## config.mk

```make
export PLATFORM = sky130hd
export DESIGN_NAME = ssae_ram
export DESIGN_NICKNAME = d
export VERILOG_FILES = /design/src/sv/ssae_ram.sv
export SDC_FILE = /design/constraint.sdc
export NUM_CORES = 1
export LEC_CHECK = 0
export ABC_AREA = 1
export BUFFER_PORTS_ARGS = -buffer_cell sky130_fd_sc_hd__buf_2
export CAP_MARGIN = 40
export CELL_PAD_IN_SITES_DETAIL_PLACEMENT = 0
export CELL_PAD_IN_SITES_GLOBAL_PLACEMENT = 1
export CORE_MARGIN = 8
export CORE_UTILIZATION = 30
export CTS_CLUSTER_DIAMETER = 60
export CTS_CLUSTER_SIZE = 14
export DETAILED_ROUTE_END_ITERATION = 8
export PLACE_DENSITY = 0.5
export SLEW_MARGIN = 25
export SYNTH_ARGS = -nofsm -noshare
export SYNTH_HDL_FRONTEND = slang
export SYNTH_SLANG_ARGS = --single-unit
```

## constraint.sdc

```tcl
create_clock -name clk -period 1.39 [get_ports clk]
set_input_delay 0.278 -clock clk [delete_from_list [all_inputs] [get_ports clk]]
set_output_delay 0.278 -clock clk [all_outputs]
set_load 0.02 [all_outputs]
```

## src/sv/ssae_ram.sv

```systemverilog
module ssae_ram #(
	parameter int WIDTH = 8,
	parameter int DEPTH = 16
) (
	input  logic                                      clk,
	input  logic                                      we,
	input  logic [$clog2(DEPTH > 1 ? DEPTH : 2)-1:0] waddr,
	input  logic [WIDTH-1:0]                          wdata,
	input  logic [$clog2(DEPTH > 1 ? DEPTH : 2)-1:0] raddr,
	output logic [WIDTH-1:0]                          rdata
);

	logic [WIDTH-1:0] mem [DEPTH];

	always_ff @(posedge clk) begin
		if (we)
			mem[waddr] <= wdata;
		rdata <= mem[raddr];
	end

endmodule

```

==> results of run 1 <==
## sequential cells by signal, indices dropped and copies added (netlist names)
signal / flops
rdata: 8
mem: 128
## cell usage in the layout (no fill, tap or decap), types with 5 or more instances in the layout
master	n
clkbuf_16	17
dfxtp_1	8
bufinv_16	5
nand3_1	97
buf_12	6
edfxtp_1	128
clkinv_2	6
inv_1	100
nor2_1	17
nand2_1	173
buf_4	22
buf_2	25
## power by group through the flow
stage	clock network (mW)	logic, mW	registers (mW)
detailed placement	0	0.669	4.69
global route	5.19	0.724	4.62
CTS	5.01	0.671	4.61
finish	4.91	0.651	4.61
global placement	0	0.667	4.69
floorplan	0	0.323	4.73
## logic make-up after synthesis
logic type	Yosys count	share of synthesized area, %
simple gates	289	21.0
flops	136	69.4
buf+inv	126	9.52
## metal layers
layer | track usage, % | vias up
met1 | 18.7 | 1811
li1 | - | 1869
met4 | 5.46 | 0
met5 | 0 | -
met2 | 19.1 | 63
met3 | 2.90 | 18
## final cells by class
| cell class | count | area (um^2) |
|---|---|---|
| clock buffer | 18 | 439 |
| clock inverter | 14 | 204 |
| fill | 1905 | 11800 |
| inverter | 102 | 383 |
| multi-input combinational | 289 | 1210 |
| sequential | 136 | 4000 |
| tap | 234 | 293 |
| timing repair buffer | 53 | 410 |
## stage by stage
| step | hold slack [ns] | setup slack [ns] |
|---|---|---|
| after detailed placement | 0.686 | -0.119 |
| final | 0.298 | 0.170 |
| after global placement | 0.674 | -0.107 |
| after CTS | 0.306 | 0.136 |
| after floorplan | 0.377 | 0.161 |
| after global routing | 0.304 | 0.119 |
## worst max path at each step
stage                                      end  depth (start not counted)
after global placement        rdata[5]$_DFF_P_                          8
after global routing                  rdata[7]                          1
after detailed placement      rdata[5]$_DFF_P_                          8
final                                 rdata[7]                          1
after CTS                             rdata[7]                          1
after floorplan           mem[10][0]$_DFFE_PP_                          2
==> out/metrics.yaml, run 1 <==
grt_max_degree: 42
ir_drop_v: 0.000803
syn2layout_area_growth_pct: 20.5
slew_headroom_pct: 72.5
ys_seq_area_share_pct: 69.4
cpPeakStageDelay_ns: 0.34
cap_violations: 0
max_freq_mhz: 819
post_drt_via_cell_ratio: 4.45
worstReg2RegEnd: "rdata[4]$_DFF_P_"
drc_errors: 0
wirelength_um: 14800
place_area_mm2: 0.00630
synth_top_cell_area_share_pct: 66.7
final_cells: 846
post-place-cells: 814
gr-total-overflow: 0
crit_buf_inv: 1
clk_pin_slew_ns: 0.06
slew_viol_final: 0
cp_max_fo: 1
p_int_mw: 7.99
synth.net_count: 569
drive_gt1_share_pct: 14.2
hold_path_class: "primary input to register"
period_share_pct: 87.8
seq_power_share_pct: 45.3
drt_iter0_markers: 213
grt_pass1_vias: 3793
p_sw_share_pct: 21.4
worstPathRequired_ns: 1.11
worst_slew_pin_slew_ns: 0.413
rows: 50
period_minus_slack_ns: 1.22
vias: 3761
combPwrFrac_pct: 6.4
hold_start: "wdata[6]"
ys_top_cells_by_area: "edfxtp_1 67%, nand2_1 11%, nand3_1 8.4%, inv_1 6.5%, dfxtp_1 2.8%"
core-area_mm2: 0.0188
io_buffers: 25
status: "finished, final reports clean"
p_switching_mw: 2.17
grt_usage_pct: 13.2
wl_met2_um: 6430
cp_top_family: "flip-flops"
synthArstFlopShare_pct: 0
topRoutingLayerUsed: "met4"
ys_seq_elements: 136
htree_levels: 4
cts_made_buffers: 17
regToRegSetupSlack_ns: 0.32
ant_nets: 0
wl_met1_um: 7710
ctsHoldBuffers: 0
syn_inst: 551
setup_viol: 0
numClockSinks: 136
yosysWarningCount: 0
antenna_found_initial: 0
crit_type: "register to primary output"
rsz0062_at_grt: "false"
reg2regPathDepth: 6
design_area_mm2: 0.00695
synth_area_per_cell_um2: 10.5
dr_wl_met3_um: 435
synthFlopType: "edfxtp_1"
cp_slowest_cell: "dfxtp_1"
wire_per_inst_um: 17.5
total_leakage_power_nw: 3.00
clockBufferDepth: 2
p_clk_share_pct: 48.3
nets: 617
fin_skew_ns: 0.00858
cts_resized: 0
synth_edf_count: 128
path_cells: "buf_2"
place_congestion: 0.749
r2r_start: "mem[11][4]$_DFFE_PP_"
first_pass_iters: 5
hold_depth: 1
antennaDiodeCount: 0
die-area_mm2: 0.0239
dp_hpwl_um: 9290
cp-end-kind: "primary output"
hold_end: "mem[0][6]$_DFFE_PP_"
crit_arrival_ns: 0.94
root_buffer: "clkbuf_16"
post_cts_buffers: 0
power_mw: 10.2
fin_util_pct: 37.0
synthTopCellsByCount: "173 x nand2_1, 128 x edfxtp_1, 100 x inv_1, 97 x nand3_1, 17 x nor2_1"
hold_violations: 0
initial_core_util_pct: 30.7
dieHeight_um: 155
syn_area_mm2: 0.00577
power.density_mw_per_mm2: 1460
startpoint_type: "register"
synth_top_area_cell: "edfxtp_1"
startpoint: "rdata[7]$_DFF_P_"
fp.dieW_um: 155
clk_latency_ns: 0.42
tritoncts: "done"
io_pins: 26
grt_pass1_wl_um: 23300
synth_cell_types: 12
setup_tns_ns: 0
synth.most_common_cell: "nand2_1"
Note: power is estimated with default switching activity, not from simulation.
==> run 2, diff against run 1 <==
ABC_CLOCK_PERIOD_IN_PS = 1390   (was not set)
HOLD_SLACK_MARGIN = 0.12   (was not set)
MAX_ROUTING_LAYER = met4   (was not set)
==> run 2 against run 1 <==
Against the previous run: sequential power about the same; via count is 0.21% higher; critical path depth unchanged; clock-buffer cell count is the same; die area stayed put; global-route usage up 0.37 points; worst hold slack improved by 0.0085 ns; core utilization unchanged; cell count did not move; non-clock buffer count stayed put; first-iteration DRC count increased by 23%; fmax up 0.20%.
==> out/metrics.yaml, run 2 (synthesis results as in run 1) <==
largestRegisters: "mem: 128 flops, rdata: 8 flops"
htree_levels: 4  # unchanged
fin_util_pct: 37.0  # unchanged
hold_depth: 1  # unchanged
rsz0062_at_grt: "false"
clk_pin_slew_ns: 0.06  # about the same
slew_headroom_pct: 72.0  # -0.51 points
clk_latency_ns: 0.42  # about the same
antenna_found_initial: 0  # unchanged
initial_core_util_pct: 30.7  # unchanged
wire_per_inst_um: 17.5  # -0.12%
grt_usage_pct: 13.6  # +0.37 points
post_drt_via_cell_ratio: 4.46  # +0.21%
cap_violations: 0  # unchanged
hold_start: "wdata[6]"
regToRegSetupSlack_ns: 0.31  # about the same
dieHeight_um: 155  # unchanged
fillers: 1905  # unchanged
layout_commonest_cell: "nand2_1"
cts_made_buffers: 17  # unchanged
dp_hpwl_um: 9290  # unchanged
top_register: "mem"
hold_end: "mem[13][6]$_DFFE_PP_"
antennaDiodeCount: 0  # unchanged
layout_common_cells: "173 x nand2_1, 128 x edfxtp_1, 100 x inv_1"
rows: 50  # unchanged
hold_path_class: "primary input to register"
crit_type: "register to primary output"
clockBufferDepth: 2  # unchanged
vias: 3769  # +0.21%
slew_viol_final: 0  # unchanged
cts_resized: 0  # unchanged
gr-total-overflow: 0  # unchanged
drt_iter0_markers: 261  # +23%
place_area_mm2: 0.00630  # unchanged
grt_pass1_wl_um: 23300  # -0.21%
nets: 617  # unchanged
hold_violations: 0  # unchanged
io_pins: 26  # unchanged
tritoncts: "done"
period_minus_slack_ns: 1.22  # -0.00238 ns
startpoint: "rdata[7]$_DFF_P_"
startpoint_type: "register"
period_share_pct: 87.6  # -0.17 points
grt_pass1_vias: 3794  # +0.026%
fin_skew_ns: 0.00393  # -0.00466 ns
reg2regPathDepth: 6  # unchanged
place_congestion: 0.756  # +0.99%
cp_slowest_cell: "dfxtp_1"
io_buffers: 25  # unchanged
worst-path-stages: 1  # unchanged
crit_buf_inv: 1  # unchanged
cpPeakStageDelay_ns: 0.34  # about the same
r2r_start: "mem[11][4]$_DFFE_PP_"
status: "finished, final reports clean"
path_cells: "buf_2"
worstPathRequired_ns: 1.11  # about the same
die-area_mm2: 0.0239  # unchanged
max_freq_mhz: 821  # +0.20%
setup_viol: 0  # unchanged
total_leakage_power_nw: 3.00  # unchanged
core-area_mm2: 0.0188  # unchanged
syn2layout_area_growth_pct: 20.5  # unchanged
worstReg2RegEnd: "rdata[4]$_DFF_P_"
ir_drop_v: 0.000804  # about the same
cp_max_fo: 1  # unchanged
crit_arrival_ns: 0.94  # about the same
largest_reg_flops: 128  # unchanged
ant_nets: 0  # unchanged
numClockSinks: 136  # unchanged
design_area_mm2: 0.00695  # unchanged
cp_top_family: "flip-flops"
wirelength_um: 14800  # -0.12%
whs_ns: 0.307  # +0.00847 ns
worst_slew_pin_slew_ns: 0.420  # +0.00762 ns
cp-end-kind: "primary output"
ctsHoldBuffers: 0  # unchanged
first_pass_iters: 4  # -1
grt_max_degree: 42  # unchanged
post_cts_buffers: 0  # unchanged
fp.dieW_um: 155  # unchanged
drc_errors: 0  # unchanged
root_buffer: "clkbuf_16"
drive_gt1_share_pct: 14.2  # unchanged
power.density_mw_per_mm2: 1460  # about the same
==> run 2: cell counts in the layout (fill, tap and decap cells not counted) <==
No cell type changed its count.
==> run 2: metrics by stage <==
stage | setup WS [ns] | cells | setup TNS [ns] | power (mW)
finish | 0.172 | 846 | 0 | 10.2
global route | 0.119 | 846 | 0 | 10.5
CTS | 0.136 | 846 | 0 | 10.3
detailed placement | -0.119 | 814 | -0.235 | 5.36
global placement | -0.107 | 814 | -0.208 | 5.36
floorplan | 0.161 | 551 | 0 | 5.05
==> run 2: cell type report <==
| type | count | area [um^2] | share of cell area, % |
|---|---|---|---|
| multi-input combinational | 289 | 1210 | 17.5 |
| inverter | 102 | 383 | 5.51 |
| timing repair buffer | 53 | 410 | 5.91 |
| clock buffer | 18 | 439 | 6.32 |
| clock inverter | 14 | 204 | 2.94 |
| sequential | 136 | 4000 | 57.6 |
| tap | 234 | 293 | 4.21 |
==> run 2: where the power goes <==
part	switching (mW)	internal, mW	leakage (nW)	total (mW)
clock network	1.69	3.21	0.315	4.90
registers	0.0234	4.58	1.22	4.61
logic	0.456	0.196	1.46	0.652
total	2.17	7.99	3.00	10.2
==> run 2: worst max path at each step <==
stage / endpoint / slack, ns
floorplan: mem[10][0]$_DFFE_PP_ / 0.16
global placement: rdata[5]$_DFF_P_ / -0.11
detailed placement: rdata[5]$_DFF_P_ / -0.12
CTS: rdata[7] / 0.14
global route: rdata[7] / 0.12
finish: rdata[7] / 0.17
==> run 2: per-layer routing <==
metal / routed length, um / global-route usage, % / up-vias
met5: 0 / - / -
li1: - / - / 1870
met2: 6420 / 19.1 / 71
met3: 434 / 2.59 / 20
met4: 312 / 5.88 / 0
met1: 7640 / 18.7 / 1808
